File: config.mk
export PLATFORM = sky130hd
export DESIGN_NAME = escaped_zero_run_codec_top
export DESIGN_NICKNAME = d
export VERILOG_FILES = /design/src/ezrc_pkg.sv /design/src/escaped_zero_run_codec_top.sv /design/src/ezrc_front.sv /design/src/ezrc_queue.sv /design/src/ezrc_back.sv
export SDC_FILE = /design/constraint.sdc
export NUM_CORES = 1
export LEC_CHECK = 0
export BUFFER_PORTS_ARGS = -buffer_cell sky130_fd_sc_hd__clkbuf_2
export CORE_UTILIZATION = 45
export CTS_CLUSTER_DIAMETER = 100
export DETAILED_ROUTE_END_ITERATION = 8
export MAX_ROUTING_LAYER = met4
export PLACE_DENSITY = 0.67
export SYNTH_ARGS = -nofsm -noshare
export SYNTH_HDL_FRONTEND = slang
export SYNTH_SLANG_ARGS = --single-unit
File: constraint.sdc
create_clock -name clock -period 4.48 [get_ports clock]
set_input_delay 0.448 -clock clock [delete_from_list [all_inputs] [get_ports clock]]
set_output_delay 0.448 -clock clock [all_outputs]
set_load 0.02 [all_outputs]
File: src/ezrc_pkg.sv
// Shared types and constants of the escaped zero-run codec.
package ezrc_pkg;

   localparam logic [7:0] ESC_BYTE   = 8'hEE;
   localparam logic [7:0] MIN_RUN    = 8'd2;
   localparam int         MAX_WORDS  = 4;
   localparam int         WORD_IW    = 2;
   localparam int         WORD_CW    = 3;
   localparam int         QUEUE_AW   = 2;
   localparam int         QUEUE_DEPTH = 1 << QUEUE_AW;

   localparam logic DIR_COMPRESS   = 1'b0;
   localparam logic DIR_DECOMPRESS = 1'b1;

   typedef struct packed {
      logic [7:0] in_byte;
      logic       last_in;
   } ezrc_req_type;

   typedef struct packed {
      logic [7:0] out_byte;
      logic [7:0] repeat_count;
      logic       last_out;
   } ezrc_rsp_type;

   typedef struct packed {
      logic [WORD_IW-1:0]                last_idx;
      ezrc_rsp_type [MAX_WORDS-1:0]      words;
   } ezrc_cmd_type;

endpackage

File: src/escaped_zero_run_codec_top.sv
// Top level of the escaped zero-run byte codec.
// The req channel takes one stream byte per word with a final-byte flag, and the rsp
// channel returns output bytes with a repeat count and a final-word flag. Both use
// valid and ready. The csr channel writes the direction bit (0 compresses, 1
// decompresses); it is always ready, and a write also clears the held zero run and
// the pending escape, starting a new stream. Write it only while the block is idle.
// A byte is accepted every cycle while the command queue has room. Each accepted
// byte yields zero to four result words; its first word goes to rsp via the command
// queue and the output register. The back end sends one result word per cycle while
// the receiver is ready, so a byte with several words keeps it busy word by word and
// the four-entry queue absorbs the burst. When the receiver stalls, the output
// register holds its word, the queue fills and req_ready falls once it is full.
// Reset clears the direction to compress, the codec state and the queue.
module escaped_zero_run_codec_top #(
   parameter int MAX_RUN = 255
) (
   input  logic                   clock,
   input  logic                   reset,
   input  logic                   req_valid,
   output logic                   req_ready,
   input  ezrc_pkg::ezrc_req_type req_data,
   output logic                   rsp_valid,
   input  logic                   rsp_ready,
   output ezrc_pkg::ezrc_rsp_type rsp_data,
   input  logic                   csr_valid,
   output logic                   csr_ready,
   input  logic                   csr_wdata
);
   import ezrc_pkg::*;

   logic         queue_full;
   logic         push_valid;
   ezrc_cmd_type push_cmd;
   logic         head_valid;
   ezrc_cmd_type head_cmd;
   logic         pop;

   assign csr_ready = 1'b1;

   ezrc_front #(
      .MAX_RUN(MAX_RUN)
   ) u_front (
      .clock(clock),
      .reset(reset),
      .req_valid(req_valid),
      .req_ready(req_ready),
      .req_data(req_data),
      .csr_valid(csr_valid),
      .csr_wdata(csr_wdata),
      .queue_full(queue_full),
      .push_valid(push_valid),
      .push_cmd(push_cmd)
   );

   ezrc_queue u_queue (
      .clock(clock),
      .reset(reset),
      .push_valid(push_valid),
      .push_cmd(push_cmd),
      .full(queue_full),
      .head_valid(head_valid),
      .head_cmd(head_cmd),
      .pop(pop)
   );

   ezrc_back u_back (
      .clock(clock),
      .reset(reset),
      .head_valid(head_valid),
      .head_cmd(head_cmd),
      .pop(pop),
      .rsp_valid(rsp_valid),
      .rsp_ready(rsp_ready),
      .rsp_data(rsp_data)
   );

endmodule

File: src/ezrc_front.sv
// Front end: accepts input words, tracks codec state and builds result commands.
module ezrc_front #(
   parameter int MAX_RUN = 255
) (
   input  logic                  clock,
   input  logic                  reset,
   input  logic                  req_valid,
   output logic                  req_ready,
   input  ezrc_pkg::ezrc_req_type req_data,
   input  logic                  csr_valid,
   input  logic                  csr_wdata,
   input  logic                  queue_full,
   output logic                  push_valid,
   output ezrc_pkg::ezrc_cmd_type push_cmd
);
   import ezrc_pkg::*;

   localparam logic [7:0] MaxRunB = 8'(MAX_RUN);

   logic                        dir_ff, dir_in;
   logic [7:0]                  zero_run_ff, zero_run_in;
   logic                        esc_ff, esc_in;
   ezrc_rsp_type [MAX_WORDS-1:0] words;
   logic [WORD_CW-1:0]          n;
   logic                        do_flush;
   logic [7:0]                  flush_val;
   logic [7:0]                  b;
   logic                        last;
   logic                        accept;

   assign b         = req_data.in_byte;
   assign last      = req_data.last_in;
   assign req_ready = !queue_full;
   assign accept    = req_valid && req_ready;

   always_comb begin
      words       = '0;
      n           = '0;
      zero_run_in = zero_run_ff;
      esc_in      = esc_ff;
      do_flush    = 1'b0;
      flush_val   = '0;
      if (dir_ff == DIR_COMPRESS) begin
         if (b == 8'd0) begin
            zero_run_in = zero_run_ff + 8'd1;
            if (zero_run_in >= MaxRunB || last) begin
               do_flush    = 1'b1;
               flush_val   = zero_run_in;
               zero_run_in = '0;
            end
         end else begin
            do_flush    = 1'b1;
            flush_val   = zero_run_ff;
            zero_run_in = '0;
         end
         if (do_flush) begin
            if (flush_val == 8'd1) begin
               words[n[WORD_IW-1:0]] = '{out_byte: 8'd0, repeat_count: 8'd1, last_out: 1'b0};
               n = n + 3'd1;
            end else if (flush_val >= MIN_RUN) begin
               words[n[WORD_IW-1:0]] = '{out_byte: ESC_BYTE, repeat_count: 8'd1, last_out: 1'b0};
               n = n + 3'd1;
               words[n[WORD_IW-1:0]] = '{out_byte: flush_val, repeat_count: 8'd1, last_out: 1'b0};
               n = n + 3'd1;
            end
         end
         if (b == ESC_BYTE) begin
            words[n[WORD_IW-1:0]] = '{out_byte: ESC_BYTE, repeat_count: 8'd1, last_out: 1'b0};
            n = n + 3'd1;
            words[n[WORD_IW-1:0]] = '{out_byte: 8'd0, repeat_count: 8'd1, last_out: 1'b0};
            n = n + 3'd1;
         end else if (b != 8'd0) begin
            words[n[WORD_IW-1:0]] = '{out_byte: b, repeat_count: 8'd1, last_out: 1'b0};
            n = n + 3'd1;
         end
      end else begin
         if (esc_ff) begin
            esc_in = 1'b0;
            if (b >= MIN_RUN) begin
               words[0] = '{out_byte: 8'd0, repeat_count: b, last_out: 1'b0};
            end else begin
               words[0] = '{out_byte: ESC_BYTE, repeat_count: 8'd1, last_out: 1'b0};
            end
            n = 3'd1;
         end else if (b == ESC_BYTE) begin
            if (last) begin
               words[0] = '{out_byte: ESC_BYTE, repeat_count: 8'd1, last_out: 1'b0};
               n = 3'd1;
            end else begin
               esc_in = 1'b1;
            end
         end else begin
            words[0] = '{out_byte: b, repeat_count: 8'd1, last_out: 1'b0};
            n = 3'd1;
         end
      end
      if (last) begin
         zero_run_in = '0;
         esc_in      = 1'b0;
         if (n != '0) begin
            words[WORD_IW'(n - 3'd1)].last_out = 1'b1;
         end
      end
   end

   assign push_valid        = accept && (n != '0);
   assign push_cmd.words    = words;
   assign push_cmd.last_idx = WORD_IW'(n - 3'd1);

   assign dir_in = csr_valid ? csr_wdata : dir_ff;

   always_ff @(posedge clock) begin
      if (reset) begin
         dir_ff      <= DIR_COMPRESS;
         zero_run_ff <= '0;
         esc_ff      <= 1'b0;
      end else begin
         dir_ff <= dir_in;
         if (csr_valid) begin
            zero_run_ff <= '0;
            esc_ff      <= 1'b0;
         end else if (accept) begin
            zero_run_ff <= zero_run_in;
            esc_ff      <= esc_in;
         end
      end
   end

endmodule

File: src/ezrc_queue.sv
// Short command queue between the front end and the back end.
module ezrc_queue (
   input  logic                   clock,
   input  logic                   reset,
   input  logic                   push_valid,
   input  ezrc_pkg::ezrc_cmd_type push_cmd,
   output logic                   full,
   output logic                   head_valid,
   output ezrc_pkg::ezrc_cmd_type head_cmd,
   input  logic                   pop
);
   import ezrc_pkg::*;

   ezrc_cmd_type             entries [QUEUE_DEPTH];
   logic [QUEUE_AW-1:0]      wr_ptr_ff, rd_ptr_ff;
   logic [QUEUE_AW:0]        count_ff, count_in;
   logic                     do_pop;

   assign full       = (count_ff == (QUEUE_AW+1)'(QUEUE_DEPTH));
   assign head_valid = (count_ff != '0);
   assign head_cmd   = entries[rd_ptr_ff];
   assign do_pop     = pop && head_valid;

   always_comb begin
      count_in = count_ff;
      if (push_valid && !do_pop) begin
         count_in = count_ff + 1'b1;
      end else if (do_pop && !push_valid) begin
         count_in = count_ff - 1'b1;
      end
   end

   always_ff @(posedge clock) begin
      if (push_valid) begin
         entries[wr_ptr_ff] <= push_cmd;
      end
   end

   always_ff @(posedge clock) begin
      if (reset) begin
         wr_ptr_ff <= '0;
         rd_ptr_ff <= '0;
         count_ff  <= '0;
      end else begin
         count_ff <= count_in;
         if (push_valid) begin
            wr_ptr_ff <= wr_ptr_ff + 1'b1;
         end
         if (do_pop) begin
            rd_ptr_ff <= rd_ptr_ff + 1'b1;
         end
      end
   end

endmodule

File: src/ezrc_back.sv
// Back end: sends the words of each queued command one at a time through the output register.
module ezrc_back (
   input  logic                   clock,
   input  logic                   reset,
   input  logic                   head_valid,
   input  ezrc_pkg::ezrc_cmd_type head_cmd,
   output logic                   pop,
   output logic                   rsp_valid,
   input  logic                   rsp_ready,
   output ezrc_pkg::ezrc_rsp_type rsp_data
);
   import ezrc_pkg::*;

   logic [WORD_IW-1:0] idx_ff, idx_in;
   logic               rsp_valid_ff, rsp_valid_in;
   ezrc_rsp_type       rsp_data_ff, rsp_data_in;
   logic               load;

   assign load = head_valid && (!rsp_valid_ff || rsp_ready);
   assign pop  = load && (idx_ff == head_cmd.last_idx);

   always_comb begin
      idx_in       = idx_ff;
      rsp_data_in  = rsp_data_ff;
      rsp_valid_in = rsp_valid_ff && !rsp_ready;
      if (load) begin
         rsp_data_in  = head_cmd.words[idx_ff];
         rsp_valid_in = 1'b1;
         idx_in       = pop ? '0 : idx_ff + 1'b1;
      end
   end

   always_ff @(posedge clock) begin
      rsp_data_ff <= rsp_data_in;
   end

   always_ff @(posedge clock) begin
      if (reset) begin
         idx_ff       <= '0;
         rsp_valid_ff <= 1'b0;
      end else begin
         idx_ff       <= idx_in;
         rsp_valid_ff <= rsp_valid_in;
      end
   end

   assign rsp_valid = rsp_valid_ff;
   assign rsp_data  = rsp_data_ff;

endmodule
==> results of run 1 <==
[layout by cell type (no fill, tap or decap), types with 17 or more instances in the layout]
| cell type | n |
|---|---|
| dfxtp_1 | 17 |
| nand2_1 | 34 |
| clkbuf_16 | 25 |
| nor2_1 | 36 |
| and2_1 | 29 |
| clkbuf_2 | 33 |
| a21oi_1 | 31 |
| mux4_2 | 59 |
| edfxtp_1 | 213 |
| buf_4 | 64 |
[stage by stage]
stage	utilization	hold slack, ns	instance area (µm²)	power, W
floorplan	-	0.472	10500	0.00382
global placement	0.502	0.460	11400	0.00422
detailed placement	0.502	0.472	11400	0.00425
CTS	0.535	0.160	12100	0.00614
global route	0.538	0.182	12200	0.00637
finish	0.538	0.179	12200	0.00609
[final cells by class]
cell class | count | area, µm² | area share
tap | 285 | 357 | 0.0292
inverter | 12 | 45.0 | 0.00369
multi-input combinational | 372 | 3490 | 0.286
sequential | 235 | 6850 | 0.561
clock buffer | 26 | 629 | 0.0515
clock inverter | 18 | 119 | 0.00973
timing repair buffer | 101 | 726 | 0.0594
[kinds of logic after synthesis]
logic type      synth area share
other cells             0.000358
flops                      0.653
buf+inv                   0.0226
xor+xnor                 0.00836
mux                        0.133
fa+ha+maj                 0.0246
simple gates              0.0927
compound gates            0.0652
[final timing paths]
check,start,to,slack (ns),cells past startpoint
max,u_front.zero_run_ff[0],u_queue.count_ff[2],0.24,23
max reg2reg,u_front.zero_run_ff[0],u_queue.count_ff[2],0.24,23
min reg2reg,u_back.rsp_valid,u_back.rsp_valid,0.48,2
min,csr_wdata,u_front.dir_ff,0.18,3
[synthesized netlist by cell type, types with 2 or more instances]
master and n:
edfxtp_1 213, mux4_2 59, nand2_1 36, nor2_1 36, a21oi_1 31, and2_1 29, clkbuf_1 26, dfxtp_1 22
ha_1 19, nand3_1 16, o21ai_0 14, and3_1 13, inv_1 12, nor3_1 11, a21boi_0 8, buf_2 6
nand2b_1 6, mux2i_1 5, nor4_1 5, o211ai_1 5, xnor2_1 5, xor2_1 5, a31oi_1 4, and2_2 4
nor3b_1 4, buf_4 3, buf_6 3, nor2b_1 3, o31ai_1 3, a211oi_1 2, a211oi_2 2, a21o_1 2
a22oi_1 2, a31o_2 2, and3_4 2, buf_1 2, nand4_1 2, nor4b_1 2, o21ai_1 2, o221ai_1 2
o31a_1 2, or3_1 2
[report_power, final]
| group | total [W] | switching [W] | internal, W |
|---|---|---|---|
| clock | 0.00190 | 0.000825 | 0.00108 |
| combinational | 0.00135 | 0.000753 | 0.000600 |
| sequential | 0.00283 | 0.0000864 | 0.00275 |
| total | 0.00609 | 0.00167 | 0.00442 |
[flip-flops by register name, indices dropped and copies added (netlist names), named ones only]
register             cells
u_front.dir_ff           1
u_front.esc_ff           1
u_back.rsp_valid         1
u_queue.rd_ptr_ff        2
u_queue.count_ff         3
u_back.idx_ff            2
u_queue.entries        196
u_front.zero_run_ff      8
u_back.rsp_data         17
u_queue.wr_ptr_ff        2
[critical path, stage by stage (launching register included)]
cell	delay, ns
dfxtp_4	0.38
ha_4	0.15
and3_4	0.19
and3_4	0.24
a211oi_4	0.08
a31o_4	0.28
o22ai_4	0.16
nand2_2	0.13
inv_2	0.09
nand2_2	0.07
ha_4	0.23
a21oi_1	0.13
nand3_1	0.11
a21o_1	0.20
ha_2	0.18
nor2_1	0.10
a21oi_1	0.08
o41ai_4	0.08
ha_2	0.24
inv_1	0.05
fa_1	0.37
xor2_1	0.17
or3_1	0.30
a21oi_1	0.16
[metal layers]
metal / vias up / routed length, µm / track usage
li1: 2761 / - / -
met1: 3110 / 10300 / 0.286
met2: 178 / 11400 / 0.337
met3: 37 / 1240 / 0.0311
met4: 0 / 488 / 0.0509
met5: - / 0 / -
[repair_timing]
item	in CTS	in global routing
hold buffers	0	0
endpoints found under the hold margin	0	0
setup buffers	0	3
setup endpoints to repair	0	1
gates resized for setup	0	12
==> results.tsv, run 1 <==
metric	value	unit
number of inserted diodes	0	
DR vias	6086	
syn_area_per_cell	15.9	µm²
CTS Root Cell	clkbuf_16	
Worst Path Max Fanout	5	
CTS tree	done	
Cells after Synth	659	
initial antenna violation count	0	
slew of the pin with the lowest slew margin	0.973	ns
clock buffer depth	3	
Synth Warn #	0	
drt total wl	23.4	mm
Yosys top cell area share	0.611	
GP Congestion	0.928	
Max Slew Vio Count	0	
Distinct cells, synth	69	
largest net degree at the start of global routing	48	
Period minus WS final	4.24	ns
Synth Net Count	694	
status	finished, final reports clean	
Final WS setup	0.244	ns
CTS buffer count	25	
PortBufs	33	
Clock Latency Late Sink	0.51	ns
clock-pin slew on the worst setup and hold paths	0.06	ns
Detail Placement HPWL	15.3	mm
worst hold-check path type	in -> reg	
Layout area overhead	16.7	%
die area	0.0239	mm²
power per cell area	498	mW/mm²
dpl ws	0.0243	ns
Finished Layout Cells	1049	
fillers	1831	
sequential fraction of the synthesis area	0.653	
dominant cell type by area after synthesis	edfxtp_1	
IO Count	35	
critical path launch point type	flip-flop	
number of synthesized register bits	235	
RSZ-0062 raised after global routing	no	
Post-synth EDFFs	213	
share of post-route cells with drive strength above 1	0.306	
Core ar.	0.0227	mm²
chip width	155	µm
Final Setup Violations	0	
Most used DFF post-synth	edfxtp_1	
gr ovfl total	0	
CP endpoint kind	flip-flop	
Final Cycle Share	0.946	
CP arrival	4.67	ns
Pleak	4.22	nW
final hold vios	0	
Mapped Area	0.0105	mm²
Peak VDD IR	0.206	mV
post-placement cell count	1002	
share of synthesized registers carrying an async set or reset	0	
nets	782	
Worst Skew	0.00837	ns
drt drc	0	
depth of the CTS H-tree	1	
setup TNS	0	ns
Pre-antenna DRT Iters	5	
Max Cap Viol	0	
Sink Count	235	
WS Path Type	reg -> reg	
starting density of the core	0.461	
first-pass GRT wire length	36.7	mm
Worst Path Required	4.91	ns
Vias/cell	5.80	
ANT nets after route	0	
initial DRC count	505	
top area cells in the synthesized netlist	edfxtp_1 (61%), mux4_2 (13%), dfxtp_1 (4.2%)	
average wire per standard cell	22.3	µm
row cnt	55	
GRT Overall Usage	0.210	
fmax	0.236	GHz
vias in the first global route	6304	
Rel. slew slack	0.351	
die extent in y	155	µm
Note: power is estimated with default switching activity, not from simulation.
==> inputs of run 2 (changes only) <==
==> constraint.sdc (replaced) <==
create_clock -name clock -period 4.48 [get_ports clock]
set_input_delay 0.224 -clock clock [delete_from_list [all_inputs] [get_ports clock]]
set_output_delay 0.224 -clock clock [all_outputs]
set_load 0.02 [all_outputs]
==> run 2 against run 1 <==
  * Cell count is 1.7% lower
  * Critical path depth is 2 lower
  * Via count is 1.8% lower
  * Power is 0.76% lower
  * First-iteration DRC count is 2.2% lower
  * Core utilization is 0.68 points lower
  * Worst hold slack worse by 0.084 ns
  * Routed wire length is 2.7% lower
  * Worst setup slack worse by 0.015 ns
  * Count of clock-buffer cells in the layout is 9 higher
  * Maximum frequency is 0.36% lower
  * Critical path type unchanged
  * Critical endpoint unchanged
==> results.tsv, run 2 (synthesis results as in run 1) <==
metric	value	unit	change
slew of the pin with the lowest slew margin	1.15	ns	was 0.973 ns
clock-pin slew on the worst setup and hold paths	0.06	ns	about the same
vias in the first global route	6267		was 6304
worst hold-check path type	in -> reg		unchanged
DR vias	5977		was 6086
critical path launch point type	flip-flop		unchanged
most common cell after layout, fill and taps aside	edfxtp_1		unchanged
Final Cycle Share	0.949		was 0.946
Layout area overhead	15.2	%	was 16.7%
Worst Path Required	4.91	ns	about the same
number of inserted diodes	0		unchanged
Worst Hold End	u_back.rsp_valid		was u_front.dir_ff
row cnt	55		unchanged
Vias/cell	5.80		about the same
Detail Placement HPWL	14.5	mm	was 15.3 mm
drt drc	0		unchanged
initial DRC count	494		was 505
CTS tree	done		unchanged
status	finished, final reports clean		unchanged
worst flop-to-flop path endpoint	u_queue.count_ff[2]		unchanged
die extent in y	155	µm	unchanged
Sink Count	235		unchanged
reg-to-reg setup timing slack	0.23	ns	was 0.24 ns
drt total wl	22.8	mm	was 23.4 mm
CTS Root Cell	clkbuf_16		unchanged
gr ovfl total	0		unchanged
max reg flops	196		unchanged
Peak VDD IR	0.345	mV	was 0.206 mV
Period minus WS final	4.25	ns	was 4.24 ns
Worst Skew	0.0169	ns	was 0.00837 ns
CP endpoint kind	flip-flop		unchanged
initial antenna violation count	0		unchanged
nets	763		was 782
Final Setup Violations	0		unchanged
GRT Overall Usage	0.204		was 0.210
Max Cap Viol	0		unchanged
Core ar.	0.0227	mm²	unchanged
depth of the CTS H-tree	1		unchanged
final hold vios	0		unchanged
die area	0.0239	mm²	unchanged
ANT nets after route	0		unchanged
fmax	0.235	GHz	was 0.236 GHz
RSZ-0062 raised after global routing	no		unchanged
dpl cell area	0.0112	mm²	was 0.0114 mm²
Pre-antenna DRT Iters	4		was 5
R2R Path Start	u_front.zero_run_ff[4]		was u_front.zero_run_ff[0]
GP Congestion	0.880		was 0.928
CTS buffer count	25		unchanged
share of post-route cells with drive strength above 1	0.275		was 0.306
largest net degree at the start of global routing	50		was 48
WS Path Type	reg -> reg		unchanged
Final WS setup	0.228	ns	was 0.244 ns
leading cell types in the layout, fill and taps excluded	edfxtp_1 (213), mux4_2 (59), buf_4 (42)		was edfxtp_1 (213), buf_4 (64), mux4_2 (59)
first-pass GRT wire length	35.8	mm	was 36.7 mm
Worst Path Max Fanout	14		was 5
Hold Crit Start	reset		was csr_wdata
Hold Slack	0.0955	ns	was 0.179 ns
final instance area	0.0121	mm²	was 0.0122 mm²
dpl ws	-0.0423	ns	was 0.0243 ns
average wire per standard cell	22.1	µm	was 22.3 µm
starting density of the core	0.461		unchanged
WHS Path Cells	2		was 3
IO Count	35		unchanged
power per cell area	501	mW/mm²	was 498 mW/mm²
Max Slew Vio Count	0		unchanged
Clock Latency Late Sink	0.51	ns	about the same
CP arrival	4.69	ns	was 4.67 ns
PortBufs	33		unchanged
Largest Register	u_queue.entries		unchanged
chip width	155	µm	unchanged
Pleak	4.10	nW	was 4.22 nW
Rel. slew slack	0.230		was 0.351
clock buffer depth	3		unchanged
Worst Reg2Reg Path Length in Cells	21		was 23
## run 2: critical path, cell delays in order (launching register included)
cell,delay [ns]
dfxtp_1,0.62
nand4_1,0.22
xor2_2,0.21
a31oi_1,0.35
a21boi_4,0.12
nand2_4,0.10
inv_2,0.04
nand2_2,0.09
ha_4,0.21
a21oi_2,0.10
nand3_1,0.12
a21o_1,0.19
ha_2,0.19
nor2_1,0.11
a21oi_1,0.08
o41ai_4,0.08
ha_2,0.25
inv_1,0.05
fa_1,0.37
xor2_1,0.18
or3_1,0.30
a21oi_1,0.16
## run 2: cell type report
class                      instances  area, µm²
clock inverter                    10       73.8
tap                              285        357
clock buffer                      35        663
timing repair buffer              82        591
fill                            1829      10600
inverter                          12       45.0
sequential                       235       6850
multi-input combinational        372       3490
## run 2: worst max-delay path by stage
stage,startpoint,endpoint,cells after the start
finish,u_front.zero_run_ff[4],u_queue.count_ff[2],21
floorplan,u_front.zero_run_ff[0],u_queue.count_ff[2],25
CTS,u_front.zero_run_ff[2],u_queue.count_ff[2],22
global placement,req_data[1],u_queue.count_ff[2],24
global route,u_front.zero_run_ff[4],u_queue.count_ff[2],21
detailed placement,req_data[1],u_queue.count_ff[2],24
## run 2: layer usage
metal	part of all wire	GRT usage
met1	0.43	0.263
met2	0.49	0.334
met3	0.054	0.0303
met4	0.026	0.0646
met5	0	-
## run 2: power by group
part | leakage (nW) | switching (W) | total [W] | internal, W
clock | 0.352 | 0.000779 | 0.00186 | 0.00109
sequential | 2.18 | 0.000102 | 0.00285 | 0.00275
combinational | 1.57 | 0.000739 | 0.00133 | 0.000588
## run 2: stage by stage
stage,power [W],utilization,cells,TNS (ns)
after global placement,0.00419,0.494,978,0
after floorplan,0.00382,-,659,0
after detailed placement,0.00423,0.494,978,-0.0423
after global routing,0.00630,0.531,1031,0
final,0.00604,0.531,1031,0
after CTS,0.00610,0.528,1027,0
## run 2: what timing repair did
item	CTS	global route
pin swaps	1	2
resized for setup	2	9
hold buffers	3	0
buffers inserted	1	4
endpoints found under the hold margin	2	0
endpoints found under the setup margin	1	2
==> inputs of run 3 (changes only) <==
SYNTH_HIERARCHICAL = 1   (was default)
==> run 3 against run 2 <==
  * Count of clock-buffer cells in the layout rose by 10
  * Register-to-register slack improved by 0.02 ns
  * Sequential cell count rose by 84
  * Worst hold slack got worse by 0.0058 ns
  * Cell count rose by 24%
  * Power rose by 32%
  * Maximum frequency rose by 0.42%
  * Critical endpoint is now u_queue/count_ff[2]
  * Largest cell class unchanged
==> results.tsv, run 3 <==
metric	value	unit	change
ANT nets after route	0		unchanged
Sink Count	319		was 235
clock-pin slew on the worst setup and hold paths	0.06	ns	about the same
top area cells in the synthesized netlist	edfxtp_1 (65%), mux4_2 (14%), dfxtp_1 (3.2%)		was edfxtp_1 (61%), mux4_2 (13%), dfxtp_1 (4.2%)
Worst Path Max Fanout	7		was 14
Max Cap Viol	0		unchanged
Final Setup Violations	0		unchanged
Final Cycle Share	0.945		was 0.949
WHS Path Cells	3		was 2
Mapped Area	0.0137	mm²	was 0.0105 mm²
Clock Latency Late Sink	0.51	ns	about the same
Max Slew Vio Count	0		unchanged
sw frac	0.248		was 0.268
Seq pwr share	0.474		was 0.472
Most used DFF post-synth	edfxtp_1		unchanged
GR peak layer	met2		unchanged
status	finished, final reports clean		unchanged
number of inserted diodes	0		unchanged
most common cell after layout, fill and taps aside	edfxtp_1		unchanged
fillers	2372		was 1829
number of synthesized register bits	319		was 235
first-pass GRT wire length	41.9	mm	was 35.8 mm
worst flop-to-flop path endpoint	u_queue/count_ff[2]		was u_queue.count_ff[2]
Int Power	0.00600	W	was 0.00442 W
starting density of the core	0.461		about the same
Worst Skew	0.0143	ns	was 0.0169 ns
GR met2 Demand/Resource	0.298		was 0.334
GP Congestion	0.921		was 0.880
fmax	0.236	GHz	was 0.235 GHz
initial DRC count	488		was 494
Commonest cells post-synth	edfxtp_1 (297), mux4_2 (85), nor2_1 (43)		was edfxtp_1 (213), mux4_2 (59), nand2_1 (36), nor2_1 (36), a21oi_1 (31)
CTS Root Cell	clkbuf_16		unchanged
worst hold-check path type	in -> reg		unchanged
die area	0.0312	mm²	was 0.0239 mm²
most frequent cell after synthesis	edfxtp_1		unchanged
drt total wl	26.5	mm	was 22.8 mm
row cnt	63		was 55
slew of the pin with the lowest slew margin	0.771	ns	was 1.15 ns
Core ar.	0.0298	mm²	was 0.0227 mm²
clock buffer depth	3		unchanged
nets	896		was 763
critical path cell sequence	buf_4 > and3_4 > buf_4 > nand3_1 > o32ai_1 > o221a_2 > a211o_1 > nand2_4 > inv_6 > nand2_4 > ha_4 > o2111ai_2 > nand3_2 > ha_4 > and2_4 > a221oi_4 > ha_2 > inv_2 > fa_2 > xor2_1 > or3_1 > a21oi_1		was nand4_1 > xor2_2 > a31oi_1 > a21boi_4 > nand2_4 > inv_2 > nand2_2 > ha_4 > a21oi_2 > nand3_1 > a21o_1 > ha_2 > nor2_1 > a21oi_1 > o41ai_4 > ha_2 > inv_1 > fa_1 > xor2_1 > or3_1 > a21oi_1
CP endpoint kind	flip-flop		unchanged
Finished Layout Cells	1276		was 1031
Vias/cell	5.57		was 5.80
Worst Path Required	4.91	ns	about the same
R2R Path Start	u_front/zero_run_ff[1]		was u_front.zero_run_ff[4]
met3 GRT Util	0.0309		was 0.0303
gr ovfl total	0		unchanged
share of synthesized registers carrying an async set or reset	0		unchanged
Worst Reg2Reg Path Length in Cells	22		was 21
logic gate share of total power	0.182		was 0.220
Rel. slew slack	0.486		was 0.230
Detail Placement HPWL	16.8	mm	was 14.5 mm
sequential fraction of the synthesis area	0.682		was 0.653
die extent in y	177	µm	was 155 µm
dpl cell area	0.0147	mm²	was 0.0112 mm²
Synth Warn #	6		was 0
power per cell area	503	mW/mm²	was 501 mW/mm²
met1 Usage GRT	0.238		was 0.263
register area	0.00937	mm²	was 0.00685 mm²
WS Path Type	reg -> reg		unchanged
Pleak	5.22	nW	was 4.10 nW
clock share of power	0.344		was 0.309
post-layout util	0.533		was 0.531
CTS tree	done		unchanged
reg-to-reg setup timing slack	0.25	ns	was 0.23 ns
max reg flops	280		was 196
syn_area_per_cell	17.9	µm²	was 15.9 µm²
vias in the first global route	7386		was 6267
share of post-route cells with drive strength above 1	0.312		was 0.275
Pre-antenna DRT Iters	5		was 4
dominant cell type by area after synthesis	edfxtp_1		unchanged
largest net degree at the start of global routing	40		was 50
Period minus WS final	4.23	ns	was 4.25 ns
Worst Hold End	u_back/rsp_valid		was u_back.rsp_valid
RSZ-0062 raised after global routing	no		unchanged
Total Power	0.00798	W	was 0.00604 W
CP arrival	4.67	ns	was 4.69 ns
average wire per standard cell	20.8	µm	was 22.1 µm
drt drc	0		unchanged
depth of the CTS H-tree	2		was 1
Net Sw Power	0.00198	W	was 0.00162 W
Critical Path Max Stage Delay	0.33	ns	was 0.62 ns
initial antenna violation count	0		unchanged
Yosys top cell area share	0.650		was 0.611
Peak VDD IR	0.237	mV	was 0.345 mV
multi-input logic area	0.00408	mm²	was 0.00349 mm²
critical path launch point type	flip-flop		unchanged
Hold Crit Start	rsp_ready		was reset
post-placement cell count	1212		was 978
Post-synth EDFFs	297		was 213
DR vias	7111		was 5977
Layout area overhead	15.7	%	was 15.2%
CTS buffer count	35		was 25
IO Count	35		unchanged
Distinct cells, synth	63		was 69
final hold vios	0		unchanged
PortBufs	33		unchanged
Cells after Synth	768		was 659
Largest Register	u_queue/entries		was u_queue.entries
Slowest-stage cell, CP	dfxtp_2		was dfxtp_1
chip width	177	µm	was 155 µm
GRT Overall Usage	0.184		was 0.204
final instance area	0.0159	mm²	was 0.0121 mm²
leading cell types in the layout, fill and taps excluded	edfxtp_1 (297), mux4_2 (85), buf_4 (55)		was edfxtp_1 (213), mux4_2 (59), buf_4 (42)
==> run 3: cell types whose count changed in the layout (fill, tap and decap cells not counted), sizes merged, moves of 8 or more <==
cell / previous run / this run
clkbuf: 68 / 78
conb: 1 / 22
mux4: 59 / 87
a21oi: 31 / 22
buf: 46 / 64
edfxtp: 213 / 297
nand3: 17 / 8
nand2: 36 / 22
inv: 12 / 20
==> run 3: how the worst max path moves through the flow <==
stage,from,to,slack [ns],depth (start not counted)
2_1_floorplan,req_data[8],u_queue/count_ff[2],-0.21,21
3_3_place_gp,req_data[8],u_queue/count_ff[2],-0.08,21
3_5_place_dp,req_data[8],u_queue/count_ff[2],-0.14,21
4_1_cts,u_front/zero_run_ff[0],u_queue/count_ff[2],0.03,21
5_1_grt,u_front/zero_run_ff[0],u_queue/count_ff[2],0.008,21
6_report,u_front/zero_run_ff[1],u_queue/count_ff[2],0.25,22
==> run 3: per-layer routing <==
layer / share of wire / vias to the layer above
met4: 0.028 / 0
li1: - / 3250
met5: 0 / -
met2: 0.49 / 186
met3: 0.044 / 55
met1: 0.43 / 3620
==> run 3: repair_timing <==
item | in CTS | in global routing
endpoints found under the setup margin | 0 | 1
hold buffers | 2 | 0
resized for setup | 0 | 17
buffers inserted | 0 | 1
hold endpoints to repair | 1 | 0
==> run 3: critical path, delay by kind of cell, from the launching register on <==
| family | cells | cell delay [ns] |
|---|---|---|
| AOI/OAI and AO/OA | 6 | 1.24 |
| xor gates and xnor gates | 1 | 0.17 |
| adders and majority gates | 4 | 1.00 |
| buffers and inverters | 4 | 0.40 |
| DFF | 1 | 0.33 |
| and+or+nand+nor | 7 | 1.01 |
==> run 3: stage by stage <==
stage / setup slack (ns) / hold WS, ns / setup TNS, ns
6_report: 0.246 / 0.0898 / 0
5_1_grt: 0.00839 / 0.120 / 0
4_1_cts: 0.0288 / 0.0687 / 0
3_5_place_dp: -0.142 / 0.468 / -0.142
3_3_place_gp: -0.0775 / 0.466 / -0.0775
2_1_floorplan: -0.210 / 0.293 / -2.47
==> run 3: cells by family after synthesis <==
logic type / after synthesis / share of synthesized area
flops: 319 / 0.682
compound gates: 93 / 0.0480
fa+ha+maj: 19 / 0.0179
buf+inv: 77 / 0.0385
xor+xnor: 12 / 0.00766
other cells: 2 / 0.000547
mux: 90 / 0.145
simple gates: 156 / 0.0601
==> run 3: final cells by class <==
class	instances	area share
clock inverter	16	0.0110
multi-input combinational	392	0.257
tap	390	0.0307
timing repair buffer	99	0.0490
sequential	319	0.590
inverter	15	0.00386
clock buffer	45	0.0582
==> run 3: power by group through the flow <==
stage	Sequential [W]	Clock [W]	Combinational, W
2_1_floorplan	0.00393	0	0.00105
3_3_place_gp	0.00384	0	0.00148
3_5_place_dp	0.00385	0	0.00149
4_1_cts	0.00379	0.00281	0.00149
5_1_grt	0.00382	0.00292	0.00158
6_report	0.00378	0.00274	0.00145
